--- src/hdl/cws_pkg.sv ---
// Shared types and constants for the cheapest window search block.
// Used by every module in hdl/; depends on nothing else.
`default_nettype none

package cws_pkg;

	// Window geometry and batch limits.
	localparam int WINDOW_LEN  = 6;
	localparam int MAX_ENTRIES = 256;

	// Field widths.
	localparam int PRICE_W  = 24;
	localparam int HOUR_W   = 5;
	localparam int MINUTE_W = 6;
	localparam int IDX_W    = 8;
	localparam int CFG_W    = 5;
	localparam int CNT_W    = $clog2(MAX_ENTRIES + 1);
	localparam int SUM_W    = PRICE_W + $clog2(WINDOW_LEN);

	// Time arithmetic.
	localparam int ENTRY_MINUTES = 15;
	localparam int HOUR_MINUTES  = 60;
	localparam int DAY_HOURS     = 24;

	// Configuration register indexes.
	localparam int CFG_IDX_W = 1;
	localparam logic [CFG_IDX_W-1:0] REG_EARLIEST_START = 1'd0;
	localparam logic [CFG_IDX_W-1:0] REG_LATEST_END     = 1'd1;

	// Register reset values.
	localparam logic [CFG_W-1:0] EARLIEST_START_RST = 5'd7;
	localparam logic [CFG_W-1:0] LATEST_END_RST     = 5'd23;

	// Floor division by the window length through a reciprocal multiply.
	// The bias makes the sum non-negative and is a multiple of the window length.
	localparam int     DIV_SHIFT = SUM_W + $clog2(WINDOW_LEN);
	localparam int     RECIP_W   = DIV_SHIFT - $clog2(WINDOW_LEN) + 1;
	localparam longint RECIP     = ((longint'(1) << DIV_SHIFT) + WINDOW_LEN - 1) / WINDOW_LEN;
	localparam longint DIV_BIAS  = longint'(WINDOW_LEN) << (PRICE_W - 1);

	// One input item.
	typedef struct packed {
		logic signed [PRICE_W-1:0] price;
		logic [HOUR_W-1:0]         hour;
		logic [MINUTE_W-1:0]       minute;
		logic                      last;
	} item_t;

	// Batch result before the average is formed.
	typedef struct packed {
		logic                    found;
		logic signed [SUM_W-1:0] sum;
		logic [IDX_W-1:0]        index;
		logic                    ovf;
	} result_t;

endpackage

`default_nettype wire

--- src/hdl/cheapest_window_search.sv ---
// Top level of the cheapest window search block.
// Instantiates cws_window and cws_floor_div; depends on cws_pkg.
`default_nettype none

// Prices arrive one quarter-hour entry per transfer and the block accepts a new
// entry every clock cycle while no staged entry marked last is held back. Each
// entry is captured in an input register and then folded from there into the
// six-entry window, its running sum and the best-window record. The transfer
// marked last produces one result, held in an output register until it is taken,
// and clears the batch. Input transfers keep flowing while a result waits; only a
// second entry marked last waits for the output register to drain. The user must
// write registers through cfg_we, cfg_index and cfg_data only while no batch is
// in flight; the block itself does not enforce this.
module cheapest_window_search import cws_pkg::*; (
	input  wire logic                       clk,
	input  wire logic                       arst_n,
	input  wire logic                       cfg_we,
	input  wire logic [CFG_IDX_W-1:0]       cfg_index,
	input  wire logic [CFG_W-1:0]           cfg_data,
	input  wire logic                       in_valid,
	output logic                            in_ready,
	input  wire logic signed [PRICE_W-1:0]  price,
	input  wire logic [HOUR_W-1:0]          hour,
	input  wire logic [MINUTE_W-1:0]        minute,
	input  wire logic                       last,
	output logic                            out_valid,
	input  wire logic                       out_ready,
	output logic                            found,
	output logic signed [PRICE_W-1:0]       best_average,
	output logic [IDX_W-1:0]                best_start_index,
	output logic                            overflow
);

	logic [CFG_W-1:0] earliest_q;
	logic [CFG_W-1:0] latest_q;
	item_t            item_s1;
	logic             valid_s1;
	result_t          res_comb;
	result_t          res_q;
	logic             out_valid_q;
	logic             out_free;
	logic             adv;
	logic             emit;
	logic signed [PRICE_W-1:0] avg;

	// Configuration registers.
	always_ff @(posedge clk or negedge arst_n) begin
		if (!arst_n) begin
			earliest_q <= EARLIEST_START_RST;
			latest_q   <= LATEST_END_RST;
		end else if (cfg_we) begin
			unique case (cfg_index)
				REG_EARLIEST_START: earliest_q <= cfg_data;
				REG_LATEST_END:     latest_q   <= cfg_data;
				default: ;
			endcase
		end
	end

	// Handshake: the staged entry moves on unless it is last and the result slot is busy.
	assign out_free = !out_valid_q || out_ready;
	assign adv      = valid_s1 && (!item_s1.last || out_free);
	assign emit     = adv && item_s1.last;
	assign in_ready = !valid_s1 || adv;

	// Input register.
	always_ff @(posedge clk or negedge arst_n) begin
		if (!arst_n) begin
			valid_s1 <= 1'b0;
		end else if (in_ready) begin
			valid_s1 <= in_valid;
		end
	end

	always_ff @(posedge clk) begin
		if (in_valid && in_ready) begin
			item_s1.price  <= price;
			item_s1.hour   <= hour;
			item_s1.minute <= minute;
			item_s1.last   <= last;
		end
	end

	cws_window u_window (
		.clk                 (clk),
		.arst_n              (arst_n),
		.step                (adv),
		.item                (item_s1),
		.earliest_start_hour (earliest_q),
		.latest_end_hour     (latest_q),
		.res                 (res_comb)
	);

	// Result register.
	always_ff @(posedge clk or negedge arst_n) begin
		if (!arst_n) begin
			out_valid_q <= 1'b0;
		end else if (emit) begin
			out_valid_q <= 1'b1;
		end else if (out_ready) begin
			out_valid_q <= 1'b0;
		end
	end

	always_ff @(posedge clk) begin
		if (emit) begin
			res_q <= res_comb;
		end
	end

	cws_floor_div u_floor_div (
		.sum     (res_q.sum),
		.average (avg)
	);

	// Output fields; an empty batch reports zeros.
	assign out_valid        = out_valid_q;
	assign found            = res_q.found;
	assign best_average     = res_q.found ? avg : '0;
	assign best_start_index = res_q.found ? res_q.index : '0;
	assign overflow         = res_q.ovf;

endmodule

`default_nettype wire

--- src/hdl/cws_window.sv ---
// Sliding window state, running sum, qualification and best-window tracking.
// Depends on cws_pkg.
`default_nettype none

module cws_window import cws_pkg::*; (
	input  wire logic             clk,
	input  wire logic             arst_n,
	input  wire logic             step,
	input  wire item_t            item,
	input  wire logic [CFG_W-1:0] earliest_start_hour,
	input  wire logic [CFG_W-1:0] latest_end_hour,
	output result_t               res
);

	logic signed [PRICE_W-1:0] price_win_q [WINDOW_LEN];
	logic [HOUR_W-1:0]         hour_win_q  [WINDOW_LEN];
	logic [CNT_W-1:0]          count_q;
	logic signed [SUM_W-1:0]   win_sum_q;
	logic signed [SUM_W-1:0]   best_sum_q;
	logic [IDX_W-1:0]          best_idx_q;
	logic                      found_q;
	logic                      ovf_q;

	logic                      room;
	logic [CNT_W-1:0]          cnt_inc;
	logic signed [SUM_W-1:0]   sum_next;
	logic [HOUR_W-1:0]         start_hour;
	logic [MINUTE_W:0]         end_min_raw;
	logic [MINUTE_W:0]         end_min;
	logic [HOUR_W:0]           end_hour_inc;
	logic [HOUR_W:0]           end_hour;
	logic                      qual;
	logic                      take;
	logic [IDX_W-1:0]          idx_new;

	// Running sum: add the arriving price, drop the oldest one.
	assign room     = count_q < CNT_W'(MAX_ENTRIES);
	assign cnt_inc  = count_q + CNT_W'(1);
	assign sum_next = win_sum_q + SUM_W'(item.price) - SUM_W'(price_win_q[0]);
	assign idx_new  = IDX_W'(cnt_inc - CNT_W'(WINDOW_LEN));

	// After the shift, the window's first entry is the current second entry.
	assign start_hour = hour_win_q[1];

	// End time of the window: start of the arriving entry plus one quarter hour.
	always_comb begin
		end_min_raw  = (MINUTE_W+1)'(item.minute) + (MINUTE_W+1)'(ENTRY_MINUTES);
		end_hour_inc = (HOUR_W+1)'(item.hour) + (HOUR_W+1)'(1);
		end_min      = end_min_raw;
		end_hour     = (HOUR_W+1)'(item.hour);
		if (end_min_raw >= (MINUTE_W+1)'(HOUR_MINUTES)) begin
			end_min  = end_min_raw - (MINUTE_W+1)'(HOUR_MINUTES);
			end_hour = (end_hour_inc >= (HOUR_W+1)'(DAY_HOURS)) ? '0 : end_hour_inc;
		end
	end

	// Window qualification against the configured hours.
	always_comb begin
		qual = (start_hour >= earliest_start_hour)
			&& ((end_hour < (HOUR_W+1)'(latest_end_hour))
				|| ((end_hour == (HOUR_W+1)'(latest_end_hour)) && (end_min == '0)))
			&& !(end_hour < (HOUR_W+1)'(start_hour));
	end

	// A full qualifying window with a strictly lower sum replaces the best.
	assign take = room && (cnt_inc >= CNT_W'(WINDOW_LEN)) && qual
		&& (!found_q || (sum_next < best_sum_q));

	// Result as it stands once this item is counted.
	always_comb begin
		res.found = found_q || take;
		res.sum   = take ? sum_next : best_sum_q;
		res.index = take ? idx_new : best_idx_q;
		res.ovf   = ovf_q || !room;
	end

	// Batch state; the entry marked last clears everything.
	always_ff @(posedge clk or negedge arst_n) begin
		if (!arst_n) begin
			for (int k = 0; k < WINDOW_LEN; k++) begin
				price_win_q[k] <= '0;
				hour_win_q[k]  <= '0;
			end
			count_q    <= '0;
			win_sum_q  <= '0;
			best_sum_q <= '0;
			best_idx_q <= '0;
			found_q    <= 1'b0;
			ovf_q      <= 1'b0;
		end else if (step) begin
			if (item.last) begin
				for (int k = 0; k < WINDOW_LEN; k++) begin
					price_win_q[k] <= '0;
					hour_win_q[k]  <= '0;
				end
				count_q    <= '0;
				win_sum_q  <= '0;
				best_sum_q <= '0;
				best_idx_q <= '0;
				found_q    <= 1'b0;
				ovf_q      <= 1'b0;
			end else begin
				if (room) begin
					for (int k = 0; k < WINDOW_LEN - 1; k++) begin
						price_win_q[k] <= price_win_q[k+1];
						hour_win_q[k]  <= hour_win_q[k+1];
					end
					price_win_q[WINDOW_LEN-1] <= item.price;
					hour_win_q[WINDOW_LEN-1]  <= item.hour;
					count_q   <= cnt_inc;
					win_sum_q <= sum_next;
				end else begin
					ovf_q <= 1'b1;
				end
				if (take) begin
					best_sum_q <= sum_next;
					best_idx_q <= idx_new;
					found_q    <= 1'b1;
				end
			end
		end
	end

endmodule

`default_nettype wire

--- src/hdl/cws_floor_div.sv ---
// Floored division of a window sum by the window length.
// Uses a biased reciprocal multiply; depends on cws_pkg.
`default_nettype none

module cws_floor_div import cws_pkg::*; (
	input  wire logic signed [SUM_W-1:0] sum,
	output logic signed [PRICE_W-1:0]    average
);

	logic [SUM_W-1:0]         biased;
	logic [SUM_W+RECIP_W-1:0] prod;

	// Shift the sum into the non-negative range, divide, then remove the bias.
	assign biased  = unsigned'(sum) + SUM_W'(DIV_BIAS);
	assign prod    = (SUM_W+RECIP_W)'(biased) * (SUM_W+RECIP_W)'(RECIP);
	assign average = signed'(prod[DIV_SHIFT +: PRICE_W]
		^ {1'b1, {(PRICE_W-1){1'b0}}});

endmodule

`default_nettype wire
--- config.mk ---
export PLATFORM = sky130hd
export DESIGN_NAME = cheapest_window_search
export DESIGN_NICKNAME = d
export VERILOG_FILES = /design/src/hdl/cws_pkg.sv /design/src/hdl/cheapest_window_search.sv /design/src/hdl/cws_window.sv /design/src/hdl/cws_floor_div.sv
export SDC_FILE = /design/constraint.sdc
export NUM_CORES = 1
export LEC_CHECK = 0
export BUFFER_PORTS_ARGS = -buffer_cell sky130_fd_sc_hd__buf_2
export CORE_UTILIZATION = 45
export CTS_CLUSTER_SIZE = 25
export DETAILED_ROUTE_END_ITERATION = 16
export PLACE_DENSITY_LB_ADDON = 0.08
export RECOVER_POWER = 100
export SETUP_SLACK_MARGIN = 0.05
export SKIP_LAST_GASP = 1
export SLEW_MARGIN = 25
export SYNTH_ARGS = -nofsm -noshare
export SYNTH_HDL_FRONTEND = slang
export SYNTH_HIERARCHICAL = 1
export SYNTH_SLANG_ARGS = --single-unit
--- constraint.sdc ---
create_clock -name clk -period 7.57 [get_ports clk]
set_input_delay 0.3785 -clock clk [delete_from_list [all_inputs] [get_ports clk]]
set_output_delay 0.3785 -clock clk [all_outputs]
set_load 0.005 [all_outputs]
[Yosys cells after proc, flatten, opt, wreduce, memory -nomap -nowiden]
Cells that the tools add are included.
Cells by class
  add/sub/neg operators: 8
  multipliers: 1
  magnitude comparators: 8
  eq/ne operators: 2
  muxes and demuxes: 23
  bitwise gates (word level): 2
  reduce and logical (&&, ||, !) cells: 31
Operators by type and width (count)
  two-way mux 144 bit: 2
  two-way mux 27 bit: 4
  multiplier 27 x 28 -> 54 bit, second input constant: 1
  two-way mux 25 bit: 2
  adder 27 x 24 -> 27 bit: 1
  adder 27 x 26 -> 27 bit, second input constant: 1
  less-than comparator 27 bit: 1
  subtractor 27 x 24 -> 27 bit: 1
  two-way mux 24 bit: 1
  two-way mux 8 bit: 3
  two-way mux 9 bit: 2
  less-than comparator 6 x 5 -> 1 bit: 2
  two-way mux 6 bit: 2
  AND reduction 2 bit: 5
  adder 9 x 1 -> 9 bit, second input constant: 1
  greater-or-equal comparator 9 x 3 -> 1 bit, second input constant: 1
  logical AND 1 bit: 9
  less-than comparator 9 bit, second input constant: 1
  subtractor 8 x 3 -> 8 bit, second input constant: 1
  adder 6 x 4 -> 7 bit, second input constant: 1
  greater-or-equal comparator 7 x 6 -> 1 bit, second input constant: 1
  zero test 7 bit: 1
  logical OR 1 bit: 7
  two-way mux 7 bit: 1
  other kinds (10): 23
Word-level totals
  register bits: 327
  bits of input ports: 47
  output and inout port bits: 36

[Longest topological paths before layout]
Gate-level depths: netlist (run 1).
  depth in word-level cells: 13
  depth in mapped cells: 25
  depth with buffers taken out: 25

[Hierarchy]
The synthesis (run 1) kept the hierarchy.
By module, submodules not included
  cws_window: instances 1, cells an instance 1283, area an instance 13226.4 um2, seq. area each 6055.8 um2
  cws_floor_div: instances 1, cells an instance 964, area an instance 9163.8 um2, seq. area each 0.0 um2
  cheapest_window_search: instances 1, cells an instance 140, area an instance 2917.8 um2, seq. area each 2501.1 um2

[Least setup slack after synthesis (run 1)]
Ideal clock, no wire load.
  kind: reg2out
  start point: reg res_q[33] (netlist bit)
  end point: out best_average[22]
  arrival time: 6733 ps
  setup slack: 459 ps
  cell stages (with the launch flop): 26
  cell sequence: edfxtp_1 inv_1 ha_1 xnor2_1 ha_1 fa_1 inv_1 fa_1 inv_1 fa_1 xor2_1 ha_1 a21oi_1 fa_1 fa_1 inv_1 ha_1 a21oi_2 o21ai_1 a211oi_1 o31ai_1 o31ai_4 a31oi_2 or4_1 and4_1 and2_1
Between the ends
  longest elaborated chain between the ends: 3
RTL lines
  from (decl): RTL line cheapest_window_search.sv:39  | result_t res_q;
  from (signal assigned): RTL line cheapest_window_search.sv:107  | res_q <= res_comb;
  adder 27 x 26 -> 27 bit: RTL line cws_floor_div.sv:14  | assign biased = unsigned'(sum) + SUM_W'(DIV_BIAS);
  multiplier 27 x 28 -> 54 bit: RTL line cws_floor_div.sv:15  | assign prod = (SUM_W+RECIP_W)'(biased) * (SUM_W+RECIP_W)'(RECIP);
  net avg[22]: RTL line cheapest_window_search.sv:44  | logic signed [PRICE_W-1:0] avg;
  two-way mux 24 bit: RTL line cheapest_window_search.sv:119  | assign best_average = res_q.found ? avg : '0;
  to (decl): RTL line cheapest_window_search.sv:29  | output logic signed [PRICE_W-1:0] best_average,
The timed path passes the listed nets, and every way through them passes these cells.

[Worst setup path after layout (run 1)]
  start point: reg res_q[34] (netlist bit)
  end point: out best_average[15]
The elaborated chain is that of the path after synthesis.

==> summary.txt, run 1 <==
Critical path
  • CP max-delay cell: fa_2
  • Worst path arrival time: 7.19 ns
  • Crit Path Max Fanout: 4
  • Critical setup path kind: flop to primary output
  • CP peak stage delay: 0.58 ns
  • Crit path required time: a little over 7 ns
  • Startpoint types: flop
  • CP top delay family: adder cells
  • Crit end category: primary output
  • CP bufs+invs: 7

Clock tree
  • Root Driver: clkbuf_16
  • TritonCTS buffer count: 35
  • H-tree depth: 2
  • CTS tree: done
  • Reg clk slew, reported paths: 0.06 ns
  • Clock tree buffer depth: 3
  • Total clock sinks: around 330
  • Clock latency on the worst-skew pair: roughly 0.53 ns

Route
  • DRC viols: 0
  • Final WL: between 50,000 and 60,000 um
  • Via density: 5.26
  • Drt wl/cell: around 17 um
  • Initial drt markers: 915
  • Antenna Nets Post-Route: 0
  • TritonRoute pass-1 iters: 6
  • Via count: approximately 17,000

Timing
  • Slew Limit Fails: roughly 230
  • RSZ-0062 raised after global routing: yes
  • Worst slew slack as a fraction of its limit: -2.20
  • Endpoints failing setup: 0
  • Final min period: between 7 and 8 ns
  • FMAX: approximately 130 MHz
  • Worst slew pin tran: around 4.8 ns
  • Final Hold Vio Count: 0
  • Final Skew: 0.0223 ns
  • Final period util: 1.00

Status
  • Failing checks: max-capacitance violations, max-slew violations
  • Status: finished with violations

Floorplanning
  • Die Ht: roughly 240 um
  • DIE WIDTH: 239 um
  • Placement Rows: 86
  • Die area: roughly 0.057 mm2
  • Core area: approximately 0.055 mm2
  • Initial Utilization: 0.458
  • Num ports: between 80 and 90

Final layout
  • Diode count: 0
  • Commonest non-fill, non-tap cell in the layout: inv_1
  • Most frequent cells in the layout: 461 x inv_1, 257 x ha_1, 247 x dfrtp_1, 197 x fa_1, 172 x a22o_1
  • Area growth, synth to finish: 14.0%
  • Fin area: around 0.029 mm2
  • Net count, final: 3,046
  • Proportion of layout cells with a drive suffix above 1: 0.137

GRT
  • GRT Total Usage: 0.202
  • Largest net degree at the start of global routing: 202
  • First-pass GRT wire length: just over 90,000 um
  • Gr ovfl total: 0
  • Initial antenna violation count: 0
  • Vias in the first global route: 17,599

Logic synthesis
  • Synth Instances: approximately 2,400
  • Synth top area share: 0.244
  • Avg Cell Area, Syn: 10.6 um2
  • Net Count, Synth: between 2,000 and 3,000
  • Distinct cells, synth: 84
  • Post-synth EDFFs: between 70 and 80
  • Ys flop type: dfrtp_1
  • Ys Warns: 6
  • Async SR Flop Fraction: 0.777
  • Synth area leaders: dfrtp_1 24%, fa_1 17%, ha_1 14%, edfxtp_1 8.7%, inv_1 7.1%
  • Mapped Area: roughly 0.025 mm2
  • Sequential element share of the synthesized area: 0.338
  • Synthesized flop and latch total: 327
  • Synth area leader: dfrtp_1

Placed design
  • IO Port Bufs: between 80 and 90
  • Post-DP HPWL: around 42,000 um
  • Placer Congestion: 0.891
  • Area after DPL: between 0.02 and 0.03 mm2

Flow run
  • # Max-Cap Violations: 5

Worst hold path
  • Min-delay worst type: primary input to flop
## worst paths after layout
check	startpoint	endpoint	slack, ns	cells after the start
worst max-delay path	res_q[34]	best_average[15]	0.0004	27
worst min-delay path	price[11]	item_s1[23]	0.03	1
worst max register to register	item_s1[13]	res_q[17]	1.09	20
worst min register to register	u_window/price_win_q[1]	u_window/price_win_q[1]	0.48	2
max in group asynchronous	arst_n	u_window/price_win_q[98]	1.23	4
min in group asynchronous	arst_n	u_window/hour_win_q[1]	2.15	2
## logic make-up (layout without fill, tap and decap cells)
logic type	Yosys count	in the layout	synth area share
adder cells (fa/ha/maj)	495	495	0.308
XOR/XNOR	73	73	0.0253
flip-flops	327	327	0.338
buffers and inverters	562	706	0.0856
multiplexers	30	30	0.0138
AO/OA/AOI/OAI	567	567	0.164
AND/OR/NAND/NOR	333	333	0.0655
## metrics by stage
step | util | hold slack [ns] | setup WS, ns | cells | setup TNS (ns)
4_1_cts | 0.518 | 0.000115 | 0.0501 | 3266 | 0
6_report | 0.521 | 0.0269 | 0.000375 | 3279 | 0
3_5_place_dp | 0.480 | 0.457 | -0.000195 | 3160 | -0.000195
2_1_floorplan | - | 0.0829 | 0.459 | 2387 | 0
3_3_place_gp | 0.480 | 0.454 | 0.136 | 3160 | 0
5_1_grt | 0.521 | 0.00269 | -0.300 | 3279 | -6.23
## cell usage after synthesis (21+ instances only)
master / instances
and2_1: 39
inv_1: 479
dfrtp_1: 247
a21oi_1: 83
xnor2_1: 50
o22ai_1: 23
a22oi_1: 21
clkbuf_1: 61
nor2_1: 48
a22o_1: 172
edfxtp_1: 73
o21ai_0: 101
ha_1: 282
nand2_1: 116
xor2_1: 23
fa_1: 213
nand4_1: 21
a21o_1: 39
nand3_1: 30
## layout make-up
type                       instances  area (um2)
fill                            5027       26500
multi-input combinational       1498       15200
sequential                       327        8560
inverter                         479        1800
timing repair buffer             163        1090
clock buffer                      48         997
tap                              748         936
clock inverter                    16         248
## per-layer routing
layer  up-vias  part of all wire  GRT usage
met5         -                 0          0
met4         0             0.025     0.0589
met3        71             0.024     0.0186
met2       240              0.47      0.333
met1      8565              0.48      0.283
li1       8361                 -          -
## flip-flops by register name, summed over array words and instances (netlist names), 5 cells and up
register              count
item_s1                  36
u_window/win_sum_q       27
u_window/best_sum_q      27
latest_q                  5
u_window/start_hour       5
u_window/price_win_q    144
u_window/hour_win_q      20
u_window/best_idx_q       8
u_window/count_q          9
res_q                    35
earliest_q                5
## repair_timing
item                                    CTS  global route
endpoints found under the setup margin   20            15
endpoints found under the hold margin    92             1
hold buffers                             14             1
resized for setup                        93            34
pin swaps                                57            41
buffers inserted                         28            10
Power of run 1 is left out: the tool's default activity adds up to more than one toggle a clock period on the data nets, which glitch-free logic cannot reach.
==> run 2: changes to the inputs <==
- ABC_AREA: not set -> 1
==> run 2 against run 1 <==
- the run still ends with max-capacitance violations, max-slew violations left
- critical path depth rose by 2
- first-iteration DRC count fell by 5.0%
- register-to-register slack improved by 0.10 ns
- die area rose by 6.7%
- global-route usage rose by 2.8 points
- routed wire length rose by 21%
- worst setup slack improved by 0.33 ns
- non-clock buffer count fell by 60
- largest cell class unchanged
==> summary.txt, run 2 <==
Logic synthesis
  • Most frequent cells after synthesis: 821 x inv_1, 521 x nand2_1, 282 x ha_1
  • Synth Instances: 3,174 (+33%)
  • Ys Warns: 6 (unchanged)
  • Ys flop type: dfrtp_1
  • Sequential element share of the synthesized area: 0.317 (-0.0213)
  • Post-synth EDFFs: 73 (unchanged)
  • Synthesized flop and latch total: 327 (unchanged)
  • Synth top area share: 0.229 (-0.0154)
  • Distinct cells, synth: 51 (-39%)
  • Synth area leader: dfrtp_1
  • Async SR Flop Fraction: 0.777 (unchanged)
  • Mapped Area: 0.0270 mm2 (+6.7%)
  • Synth area leaders: dfrtp_1 23%, fa_1 16%, ha_1 13%, inv_1 11%, edfxtp_1 8.1%
  • Most common cell in the netlist: inv_1
  • Avg Cell Area, Syn: 8.51 um2 (-20%)
  • Net Count, Synth: 3,716 (+27%)

Final layout
  • Biggest register: u_window/price_win_q
  • Commonest non-fill, non-tap cell in the layout: inv_1
  • Diode count: 0 (unchanged)
  • Regs by FF count: u_window/price_win_q x144, item_s1 x36, res_q x35
  • Most frequent cells in the layout: 818 x inv_1, 515 x nand2_1, 273 x ha_1, 247 x dfrtp_1, 205 x fa_1
  • Max FFs per register: 144 (unchanged)
  • Area growth, synth to finish: 9.72%
  • Net count, final: 3,788 (+24%)
  • Layout fillers: 5,781 (+15%)
  • Final Util: 0.501 (-0.0203)
  • Proportion of layout cells with a drive suffix above 1: 0.0743 (-0.0632)

Worst hold path
  • Hold path depth: 1 (unchanged)
  • Hold path startpoint: price[7]
  • Min-delay worst type: primary input to flop
  • WHS Endpoint: item_s1[19]

Route
  • Via density: 5.08 (-3.3%)
  • Final WL: 68,200 um (+21%)
  • Drt wl/cell: 16.9 um (-1.8%)
  • Initial drt markers: 869 (-5.0%)
  • Antenna Nets Post-Route: 0 (unchanged)
  • TritonRoute pass-1 iters: 5 (-1)
  • DRC viols: 0 (unchanged)
  • Via count: 20,564 (+19%)

Floorplanning
  • DIE WIDTH: 247 um (+3.3%)
  • Initial Utilization: 0.457 (-0.000823)
  • Num ports: 83 (unchanged)
  • Die area: 0.0610 mm2 (+6.7%)
  • Placement Rows: 89 (+3.5%)
  • Die Ht: 247 um (+3.3%)
  • Core area: 0.0591 mm2 (+6.9%)

GRT
  • Gr ovfl total: 0 (unchanged)
  • GRT Total Usage: 0.230 (+0.0275)
  • First-pass GRT wire length: 110,000 um (+19%)
  • Initial antenna violation count: 0 (unchanged)
  • Largest net degree at the start of global routing: 134 (-34%)
  • Vias in the first global route: 20,721 (+18%)

Clock tree
  • Root Driver: clkbuf_16
  • Clock tree buffer depth: 3 (unchanged)
  • Total clock sinks: 327 (unchanged)
  • Clock latency on the worst-skew pair: 0.53 ns (about the same)
  • CTS tree: done
  • Reg clk slew, reported paths: 0.06 ns (about the same)
  • H-tree depth: 2 (unchanged)
  • TritonCTS buffer count: 36 (+2.9%)

Critical path
  • R2R Path Start: item_s1[0]
  • Crit end category: primary output
  • FF-to-FF End: u_window/price_win_q[41]
  • Critical setup path kind: flop to primary output
  • Crit Path Max Fanout: 4 (unchanged)
  • Crit path required time: 7.19 ns (about the same)
  • CP peak stage delay: 0.68 ns (+0.10 ns)
  • Crit-path most repeated cell: nand2_1
  • R2R cell count: 8 (-60%)
  • CP max-delay cell: fa_2
  • Worst path arrival time: 6.86 ns (-0.33 ns)
  • Worst reg2reg setup slack: 1.19 ns (+0.10 ns)
  • Startpoint types: flop

Flow run
  • # Max-Cap Violations: 13 (+8)

Timing
  • FMAX: 138 MHz (+4.5%)
  • Final Hold Vio Count: 0 (unchanged)
  • RSZ-0062 raised after global routing: no
  • Worst slew slack as a fraction of its limit: -1.28 (+0.922)
  • Slew Limit Fails: 679 (+190%)
  • Final Skew: 0.0214 ns (-0.000883 ns)
  • Endpoints failing setup: 0 (unchanged)
  • Worst slew pin tran: 3.42 ns (-1.38 ns)
  • Final min period: 7.24 ns (-0.327 ns)
  • Final period util: 0.957 (-0.0432)
  • Fin Setup TNS: 0 ns (unchanged)

Status
  • Failing checks: max-capacitance violations, max-slew violations
  • Status: finished with violations

Placed design
  • Placer Congestion: 0.939 (+5.4%)
  • Post-DP HPWL: 54,900 um (+31%)
  • IO Port Bufs: 82 (unchanged)
[run 2: how the worst max path moves through the flow]
| stage | startpoint | endpoint | slack (ns) |
|---|---|---|---|
| 6_report | res_q[33] | best_average[7] | 0.33 |
| 3_5_place_dp | res_q[33] | best_average[19] | 0.25 |
| 3_3_place_gp | res_q[33] | best_average[7] | 0.38 |
| 5_1_grt | res_q[33] | best_average[4] | 0.02 |
| 2_1_floorplan | res_q[33] | best_average[15] | 1.23 |
| 4_1_cts | res_q[33] | best_average[4] | 0.06 |
[run 2: logic make-up after synthesis]
kind of cell	Yosys count	synth area share
AOI/OAI and AO/OA	442	0.0949
xor gates and xnor gates	48	0.0158
DFF	327	0.317
buffers and inverters	896	0.126
and+or+nand+nor	966	0.158
adders and majority gates	495	0.289
[run 2: final cells by class]
type / instances / area [um2] / share of cell area
clock inverters: 9 / 103 / 0.00346
well taps: 773 / 967 / 0.0326
inverters: 827 / 3110 / 0.105
repair buffers: 103 / 546 / 0.0184
clock buffers: 55 / 1080 / 0.0366
multi-input cells: 1951 / 15300 / 0.515
flip-flops and latches: 327 / 8560 / 0.289
[run 2: what timing repair did]
item                       CTS  global route
setup endpoints to repair   24            24
pin swaps                    3            10
hold endpoints to repair     0            51
buffers inserted             0             4
hold buffers                 0             1
gates resized for setup     22            59
[run 2: routing by layer]
| metal | vias to the layer above | GRT usage | part of all wire |
|---|---|---|---|
| li1 | 10179 | - | - |
| met3 | 92 | 0.0189 | 0.026 |
| met1 | 10008 | 0.297 | 0.44 |
| met4 | 0 | 0.0848 | 0.035 |
| met5 | - | 0 | 0 |
| met2 | 285 | 0.400 | 0.50 |
[run 2: worst max-delay path: cells and delay by family, from the launching register on]
family | cells | cell delay (ns)
AOI/OAI and AO/OA | 2 | 0.40
xor gates and xnor gates | 2 | 0.21
adders and majority gates | 9 | 3.90
buffers and inverters | 8 | 0.65
DFF | 1 | 0.41
and+or+nand+nor | 8 | 0.74
[run 2: through the flow]
step	cells	worst slack [ns]	hold slack (ns)	cell area (um2)
2_1_floorplan	3174	1.23	0.0829	27000
3_3_place_gp	3974	0.377	0.462	28200
3_5_place_dp	3974	0.246	0.465	28200
4_1_cts	4038	0.0588	0.000764	29500
5_1_grt	4045	0.0198	0.00609	29600
6_report	4045	0.327	0.0303	29600
Power of run 2 is left out for the same reason.
